$ cat src/sv/cidrp_pkg.sv
// Shared types and constants for the CIDR text parser.
package cidrp_pkg;

   localparam int unsigned ADDR_W      = 32;
   localparam int unsigned OCT_IDX_W   = 3;
   localparam int unsigned PREFIX_W    = 6;
   localparam logic [5:0]  FULL_PREFIX = 6'd32;
   localparam logic [2:0]  OCTETS      = 3'd4;

   localparam logic [7:0] CHAR_ZERO  = 8'h30;
   localparam logic [7:0] CHAR_NINE  = 8'h39;
   localparam logic [7:0] CHAR_DOT   = 8'h2E;
   localparam logic [7:0] CHAR_SLASH = 8'h2F;

   localparam logic [1:0] STATUS_OK         = 2'd0;
   localparam logic [1:0] STATUS_PAST_TOP   = 2'd1;
   localparam logic [1:0] STATUS_BAD_PREFIX = 2'd2;

   typedef struct packed {
      logic [ADDR_W-1:0]    address_accum;
      logic [ADDR_W-1:0]    digit_accum;
      logic [OCT_IDX_W-1:0] octet_index;
      logic                 in_prefix;
      logic                 digits_stopped;
      logic                 prefix_given;
   } scan_state_type;

   typedef struct packed {
      logic [ADDR_W-1:0]   base;
      logic [PREFIX_W-1:0] prefix;
      logic                prefix_over;
   } scan_close_type;

endpackage

$ cat src/sv/cidrp_scan.sv
// Per-character scan step: next parser state and the closing summary.
module cidrp_scan import cidrp_pkg::*; (
   input  scan_state_type state_cur,
   input  logic [7:0]     text_char,
   output scan_state_type state_nxt,
   output scan_close_type close_info
);

   logic              is_digit;
   logic              is_dot;
   logic              is_slash;
   logic              take_digit;
   logic [ADDR_W-1:0] digit_mac;
   logic [ADDR_W-1:0] digit_new;
   logic [ADDR_W-1:0] part;
   logic [ADDR_W-1:0] addr_sum;
   logic              room;
   logic [4:0]        shift;

   always_comb begin
      is_digit   = (text_char >= CHAR_ZERO) && (text_char <= CHAR_NINE);
      is_dot     = !state_cur.in_prefix && (text_char == CHAR_DOT);
      is_slash   = !state_cur.in_prefix && (text_char == CHAR_SLASH);
      take_digit = is_digit && !state_cur.digits_stopped;
      digit_mac  = (state_cur.digit_accum << 3) + (state_cur.digit_accum << 1)
                   + {{(ADDR_W-8){1'b0}}, text_char - CHAR_ZERO};
      digit_new  = take_digit ? digit_mac : state_cur.digit_accum;
      room       = state_cur.octet_index < OCTETS;
      shift      = {~state_cur.octet_index[1:0], 3'b000};
      part       = room ? (digit_new << shift) : '0;
      addr_sum   = state_cur.address_accum + part;

      state_nxt             = state_cur;
      state_nxt.digit_accum = digit_new;
      if (is_digit) begin
         if (take_digit && state_cur.in_prefix) begin
            state_nxt.prefix_given = 1'b1;
         end
      end else if (is_dot || is_slash) begin
         state_nxt.address_accum  = addr_sum;
         state_nxt.digit_accum    = '0;
         state_nxt.digits_stopped = 1'b0;
         if (room) begin
            state_nxt.octet_index = state_cur.octet_index + 3'd1;
         end
         if (is_slash) begin
            state_nxt.in_prefix = 1'b1;
         end
      end else begin
         state_nxt.digits_stopped = 1'b1;
      end

      close_info.base        = state_cur.in_prefix ? state_cur.address_accum : addr_sum;
      close_info.prefix      = FULL_PREFIX;
      close_info.prefix_over = 1'b0;
      if (state_nxt.in_prefix && state_nxt.prefix_given) begin
         close_info.prefix      = digit_new[PREFIX_W-1:0];
         close_info.prefix_over = (|digit_new[ADDR_W-1:PREFIX_W])
                                  || (digit_new[PREFIX_W-1:0] > FULL_PREFIX);
      end
   end

endmodule

$ cat src/sv/cidrp_block.sv
// Address count and status from the parsed base and prefix length.
module cidrp_block import cidrp_pkg::*; (
   input  scan_close_type    close_info,
   output logic [ADDR_W-1:0] address_count,
   output logic [1:0]        status
);

   logic [4:0]        host_bits;
   logic [ADDR_W-1:0] count_m1;
   logic [ADDR_W:0]   top_sum;

   always_comb begin
      host_bits = 5'(FULL_PREFIX - close_info.prefix);
      if (close_info.prefix == '0) begin
         address_count = '1;
         count_m1      = {{(ADDR_W-1){1'b1}}, 1'b0};
      end else begin
         address_count = {{(ADDR_W-1){1'b0}}, 1'b1} << host_bits;
         count_m1      = address_count - {{(ADDR_W-1){1'b0}}, 1'b1};
      end
      top_sum = {1'b0, close_info.base} + {1'b0, count_m1};
      status  = top_sum[ADDR_W] ? STATUS_PAST_TOP : STATUS_OK;
      if (close_info.prefix_over) begin
         address_count = '0;
         status        = STATUS_BAD_PREFIX;
      end
   end

endmodule

$ cat src/sv/cidr_text_parser_unit.sv
// IPv4 CIDR text parser: one character per item, base address and count on the last.
//
// Takes one character every cycle with no gaps, unless a final character waits on a
// stalled result. Each character is held in an input register while a single pass of
// logic updates the parse state; the item marked final also loads the result register
// as it leaves the input register. A stalled result holds back only final characters;
// other characters keep flowing into the parse state while the result waits.
module cidr_text_parser_unit import cidrp_pkg::*; (
   input  logic              clock,
   input  logic              reset,
   input  logic              req_valid,
   output logic              req_ready,
   input  logic [7:0]        req_text_char,
   input  logic              req_is_final,
   output logic              rsp_valid,
   input  logic              rsp_ready,
   output logic [ADDR_W-1:0] rsp_base_address,
   output logic [ADDR_W-1:0] rsp_address_count,
   output logic [1:0]        rsp_status
);

   logic              item_valid_ff, item_valid_in;
   logic [7:0]        item_char_ff;
   logic              item_final_ff;
   scan_state_type    state_ff, state_in;
   logic              rsp_valid_ff, rsp_valid_in;
   logic [ADDR_W-1:0] base_ff, count_ff;
   logic [1:0]        status_ff;

   scan_state_type    state_step;
   scan_close_type    close_info;
   logic [ADDR_W-1:0] count_calc;
   logic [1:0]        status_calc;
   logic              advance;
   logic              emit;

   cidrp_scan u_scan (
      .state_cur  (state_ff),
      .text_char  (item_char_ff),
      .state_nxt  (state_step),
      .close_info (close_info)
   );

   cidrp_block u_block (
      .close_info    (close_info),
      .address_count (count_calc),
      .status        (status_calc)
   );

   always_comb begin
      advance       = item_valid_ff && (!item_final_ff || !rsp_valid_ff || rsp_ready);
      emit          = advance && item_final_ff;
      req_ready     = !item_valid_ff || advance;
      item_valid_in = (req_valid && req_ready) || (item_valid_ff && !advance);
      rsp_valid_in  = emit || (rsp_valid_ff && !rsp_ready);
      state_in      = state_ff;
      if (advance) begin
         state_in = item_final_ff ? '0 : state_step;
      end
   end

   always_ff @(posedge clock) begin
      if (reset) begin
         item_valid_ff <= 1'b0;
         rsp_valid_ff  <= 1'b0;
         state_ff      <= '0;
      end else begin
         item_valid_ff <= item_valid_in;
         rsp_valid_ff  <= rsp_valid_in;
         state_ff      <= state_in;
      end
   end

   always_ff @(posedge clock) begin
      if (req_valid && req_ready) begin
         item_char_ff  <= req_text_char;
         item_final_ff <= req_is_final;
      end
      if (emit) begin
         base_ff   <= close_info.base;
         count_ff  <= count_calc;
         status_ff <= status_calc;
      end
   end

   assign rsp_valid         = rsp_valid_ff;
   assign rsp_base_address  = base_ff;
   assign rsp_address_count = count_ff;
   assign rsp_status        = status_ff;

   a_emit_shows: assert property (@(posedge clock) disable iff (reset)
      emit |=> rsp_valid)
      else $error("final item did not load a result");

   a_state_cleared: assert property (@(posedge clock) disable iff (reset)
      emit |=> (state_ff.octet_index == '0) && !state_ff.in_prefix && !state_ff.prefix_given)
      else $error("parse state not cleared after final item");

   a_octet_range: assert property (@(posedge clock) disable iff (reset)
      state_ff.octet_index <= OCTETS)
      else $error("octet index out of range");

   a_no_overwrite: assert property (@(posedge clock) disable iff (reset)
      (rsp_valid && !rsp_ready) |-> !emit)
      else $error("result overwritten while stalled");

endmodule
$ cat config.mk
export PLATFORM = sky130hd
export DESIGN_NAME = cidr_text_parser_unit
export DESIGN_NICKNAME = d
export VERILOG_FILES = /design/src/sv/cidrp_pkg.sv /design/src/sv/cidrp_scan.sv /design/src/sv/cidrp_block.sv /design/src/sv/cidr_text_parser_unit.sv
export SDC_FILE = /design/constraint.sdc
export NUM_CORES = 1
export LEC_CHECK = 0
export BUFFER_PORTS_ARGS = -buffer_cell sky130_fd_sc_hd__buf_2
export CAP_MARGIN = 20
export CORE_ASPECT_RATIO = 2
export CORE_UTILIZATION = 45
export CTS_CLUSTER_DIAMETER = 100
export CTS_CLUSTER_SIZE = 25
export DETAILED_ROUTE_END_ITERATION = 7
export PLACE_DENSITY_LB_ADDON = 0.3
export SKIP_CTS_REPAIR_TIMING = 1
export SLEW_MARGIN = 20
export SYNTH_ARGS = -nofsm -noshare
export SYNTH_HDL_FRONTEND = slang
export SYNTH_SLANG_ARGS = --single-unit
$ cat constraint.sdc
create_clock -name clock -period 12.9 [get_ports clock]
set_input_delay 0.645 -clock clock [delete_from_list [all_inputs] [get_ports clock]]
set_output_delay 0.645 -clock clock [all_outputs]
set_load 0.1 [all_outputs]
# Word level (Yosys, flattened, before mapping)
# Cells that the tools add are included.
[totals]
out_inout_bits = 68
ff_bits = 147
input_bits = 13
[classes]
mux = 15
add_sub_neg = 8
magnitude_cmp = 4
reduce_logical = 32
eq_ne = 3
bitwise_logic = 1
shifts = 2
[ops]
columns = ["cell", "n"]
rows = [
  ["two-way mux 32 bit", 5],
  ["two-way mux 70 bit", 1],
  ["two-way mux 69 bit", 1],
  ["two-way mux 68 bit", 1],
  ["adder 32 bit", 2],
  ["adder 32 x 32 -> 33 bit", 1],
  ["adder 32 x 8 -> 32 bit", 1],
  ["<< shifter 1 x 5 -> 32 bit (first input constant)", 1],
  ["<< shifter 32 x 5 -> 32 bit", 1],
  ["subtractor 32 x 1 -> 32 bit (second input constant)", 1],
  ["OR reduction 26 bit", 1],
  ["== test 8 x 6 -> 1 bit (second input constant)", 2],
  ["logical AND 1 bit", 11],
  [">= comparator 8 x 6 -> 1 bit (second input constant)", 1],
  ["less-or-equal comparator 8 x 6 -> 1 bit (second input constant)", 1],
  ["subtractor 8 x 6 -> 8 bit (second input constant)", 1],
  ["logical NOT 1 bit", 7],
  ["logical OR 1 bit", 7],
  ["two-way mux 7 bit", 1],
  ["greater-than comparator 6 bit (second input constant)", 1],
  ["logical NOT 6 bit", 1],
  ["two-way mux 1 bit", 5],
  ["subtractor 1 x 5 -> 5 bit (first input constant)", 1],
  ["AND reduction 4 bit", 1],
  ["8 further kinds", 9],
]

# Longest topological paths before layout
[depth]
ltp_word = 17
depth_mapped = 34
depth_no_buf = 34

# By module
# A second synthesis with hierarchy kept.
[hier_totals]
hier_cells = 1355
hier_area_um2 = 11945.2
[modules_own_cells]
columns = ["module", "n_inst", "cells_each", "area_per_inst_um2"]
rows = [
  ["cidrp_scan", 1, 832, 5584.1],
  ["cidr_text_parser_unit", 1, 243, 4629.4],
  ["cidrp_block", 1, 280, 1731.7],
]

# Worst setup path before layout
# Ideal clock, no wire load.
[synth_path]
path_type = "register to register"
startpoint = "register item_char_ff[6]"
endpoint = "register status_ff[0], in the netlist rsp_status[0] (data pin)"
setup_time_ns = 0.269
period_less_slack_ns = 6.682
required_time_ns = 12.631
arrival_ns = 6.413
stages_incl_launch_ff = 31
path_slack_ns = 6.218
path_cell_list = "edfxtp_1 a21oi_1 xor2_1 fa_1 ha_1 o21a_1 o21ai_0 a21oi_1 o41ai_1 a211oi_1 a211oi_1 a21oi_1 a22oi_1 nor2_1 ha_1 a21o_1 a221oi_1 o31ai_1 a31o_2 a31o_2 a211o_1 nand2_1 o21ai_0 ha_1 nor2b_1 a2111oi_0 a21oi_1 nor2_1 o41ai_1 a221oi_1 a21oi_1"
[synth_lines]
columns = ["item", "line_no", "rtl"]
rows = [
  ["start: declaration", "cidr_text_parser_unit.sv:23", "logic [7:0] item_char_ff;"],
  ["start signal: assignment", "cidr_text_parser_unit.sv:76", "item_char_ff <= req_text_char;"],
  ["end signal: assignment", "cidr_text_parser_unit.sv:82", "status_ff <= status_calc;"],
  ["end: declaration", "cidr_text_parser_unit.sv:28", "logic [1:0] status_ff;"],
]

==> implementation parameters <==
Parameter                              Value

Run status
  Outcome    finished, final reports clean

Critical path
  Critical Path Sink Type    register
  Kind of launch point of the worst setup path    register
  Slowest cell on the critical path    o41ai_1
  Category of the most critical setup path    reg2reg
  Arrival time reported for the critical path endpoint    7.97 ns
  Worst path required time    13.09 ns
  Delay of the slowest cell on the worst path    0.56 ns
  Highest fanout seen on the critical path    7

Run
  Max-cap violations    0

Detailed routing
  Final antenna-violating net count    0
  DRC errors left    0
  Met3 Routed Length    between 1 and 1.5 mm
  Average vias per placed instance    6.07
  Met2 wire len    20.9 mm
  Routed metal-1 wirelength    13.2 mm
  Total Routed Length    38.3 mm
  Drt first pass iters    6
  Max layer used    met4
  Number of vias in the routed layout    11100
  Routed length per placed instance    21.0 um
  Iteration-0 DRC Markers    754

Cells and area
  Ratio of cells with drive above 1 in the final layout    12.8%
  Filler Cells Inserted    2536
  Area growth from synthesis to layout    10.0%
  Finished Layout Cells    1825
  FF+latch area    3700 um^2
  Count of nets after finishing    about 1600
  Area taken by multi-input logic gates    7990 um^2
  Number of antenna diodes    0
  Layout Cell Area excl Fill    ~13000 um^2

STA
  Worst-Margin Slew    1.07 ns
  Fmax    around 130 MHz
  Unrepaired setup endpoints after global routing    false
  Final hold slack    between 0.3 and 0.4 ns
  Total negative setup slack    0 ns
  Max Transition Viols Final    0
  Normalized max-slew margin    26.5%
  Hold Violations, Final    0
  Count of endpoints failing setup in the final report    0
  Clock period minus final worst setup slack    7.78 ns
  Portion of the clock cycle consumed by the worst path in the final layout    60.3%
  Largest clock skew in the final design    0.00983 ns

Placed design
  RePlAce Congestion    0.964
  Standard cell area after detailed placement    12700 um^2
  IO Port Bufs    80
  Count of placed standard cells including taps    1793
  Total half-perimeter wirelength after legalization and detailed placement    30.0 mm

Global route
  Wire length of the first global-routing pass    60.0 mm
  Overall Global Routing Usage    28.5%
  Maximum number of pins on one net before global-route repair    72
  Leftover overflow at the end of global routing    0
  Number of global-route vias before repair    10900
  Antenna violations before repair    0

Synth
  Distinct cell type count after synthesis    94
  Syn Inst Count    1425
  Area share of the leading cell type in the synthesized netlist    18.6%
  Cell with the most instances after synthesis    nor2_1
  Cell area after synthesis    12100 um^2
  EDFF count, synth    75
  List of most frequent post-synthesis cells    nor2_1 (180), nand2_1 (139), a21oi_1 (120), ha_1 (120), o21ai_0 (95)
  Mean instance size in the synthesized netlist    8.49 um^2
  Async set-reset flop share out of synthesis    0%
  Synth warnings    0
  Synth area leader    edfxtp_1
  Part of the Yosys area used for sequential elements    30.5%
  Number of storage elements in the synthesis netlist    147
  Number of nets produced by synthesis    1565
  Main area contributors after synthesis    edfxtp_1 (19%), ha_1 (12%), dfxtp_1 (12%), nor2_1 (5.6%), a21oi_1 (5.0%)
  Post-synth top flop    edfxtp_1

Clocking
  Clock tree from TritonCTS    built
  Clock root buffer    clkbuf_16
  Clock transition at the register clock pins on the worst setup and hold paths after CTS    0.06 ns
  Maximum root-to-sink buffer count    2
  TritonCTS Buffers    17
  Deepest level of the CTS H-tree    4
  TritonCTS sink count    around 150
  Latest clock arrival within the worst-skew pair    around 0.46 ns

Floorplanning
  Overall die height    234 um
  Die span in x    roughly 120 um
  Core outline area    26400 um^2
  Number of placement rows    84
  Starting density of the core    a little under half
  Number of I/O pins    81
  Total die area    27600 um^2

Pwr
  LEAKAGE    between 5 and 6 nW
  Maximum VDD drop    80.9 uV
  Power Dens Cells    82.6 nW/um^2
  Final Power    1.10 mW

Worst hold path
  Class of the tightest hold or removal check    in2reg
==> metrics by stage <==
step                worst slack [ns]  util, %
finish                          5.12     50.5
global route                    4.43     50.5
CTS                             5.16     50.5
detailed placement              5.20     48.3
global placement                5.27     48.3
floorplan                       6.22        -
==> registers in the layout, summed over array words and instances (netlist names) <==
| register | count |
|---|---|
| item_char_ff | 8 |
| item_final_ff | 1 |
| item_valid_ff | 1 |
| rsp_address_count | 32 |
| rsp_base_address | 32 |
| rsp_status | 2 |
| rsp_valid | 1 |
| state_ff | 70 |
==> cells by family (layout without fill, tap and decap cells) <==
group / count (synthesis) / count (layout) / synth area share, %
adders and majority gates: 127 / 127 / 13.6
and+or+nand+nor: 533 / 533 / 21.8
xor gates and xnor gates: 56 / 56 / 4.05
buffers and inverters: 99 / 155 / 3.61
AOI/OAI and AO/OA: 427 / 427 / 23.0
muxes: 36 / 36 / 3.46
DFF: 147 / 147 / 30.5
==> report_power, final <==
part           switching, mW  total [mW]  internal [mW]  leakage [nW]
clock network          0.210       0.501          0.291         0.275
logic                 0.0797      0.0975         0.0178          4.13
registers            0.00481       0.502          0.497          1.26
total                  0.295        1.10          0.806          5.66
==> routing by layer <==
metal  track usage [%]  vias to the layer above
li1                  -                     5366
met1              27.4                     5232
met2              55.3                      347
met3              3.40                      131
met4              20.6                        0
met5                 0                        -
==> worst max-delay path, delay by kind of cell, from the launching register on <==
kind                     cells  cell delay (ns)
AO/OA/AOI/OAI               19             4.80
adder cells (fa/ha/maj)      5             1.73
flip-flops                   1             0.41
buffers and inverters        2             0.18
AND/OR/NAND/NOR              4             0.36
==> path summary, 6_finish.rpt <==
| check | startpoint | endpoint | slack, ns | depth (start not counted) |
|---|---|---|---|---|
| worst max-delay path | item_char_ff[4]$_DFFE_PP_ | rsp_status[0]$_SDFFCE_PP0P_ | 5.12 | 30 |
| worst min-delay path | req_is_final | item_final_ff$_DFFE_PP_ | 0.36 | 1 |
| worst max register to register | item_char_ff[4]$_DFFE_PP_ | rsp_status[0]$_SDFFCE_PP0P_ | 5.12 | 30 |
| worst min register to register | state_ff[0]$_SDFFE_PP0P_ | state_ff[0]$_SDFFE_PP0P_ | 0.48 | 2 |
==> final cells by class <==
cell class                 count  area share [%]
inverter                      27           0.761
clock inverter                11           0.949
clock buffer                  21            3.38
sequential                   147            27.8
timing repair buffer          96            3.91
tap                          344            3.23
multi-input combinational   1179            60.0
==> cells in the final DEF, fill, tap and decap left out, types with 10 or more instances in the layout <==
cell	instances
and4_1	12
and3_1	10
a21oi_1	120
nor3_1	22
a21o_1	32
o21a_1	13
nor2_1	180
nor2b_1	31
xor2_1	23
or3_1	13
a31oi_1	11
mux2_2	13
nand2_1	139
a22oi_1	31
o21ai_0	95
buf_2	80
nand4_1	10
or2_2	15
a211oi_1	22
inv_1	27
mux2i_1	19
dfxtp_1	71
xnor2_1	33
ha_1	120
nand2b_1	12
buf_4	16
clkbuf_16	17
nand3_1	42
edfxtp_1	75
No activity file was read; power rests on OpenSTA's default activity.
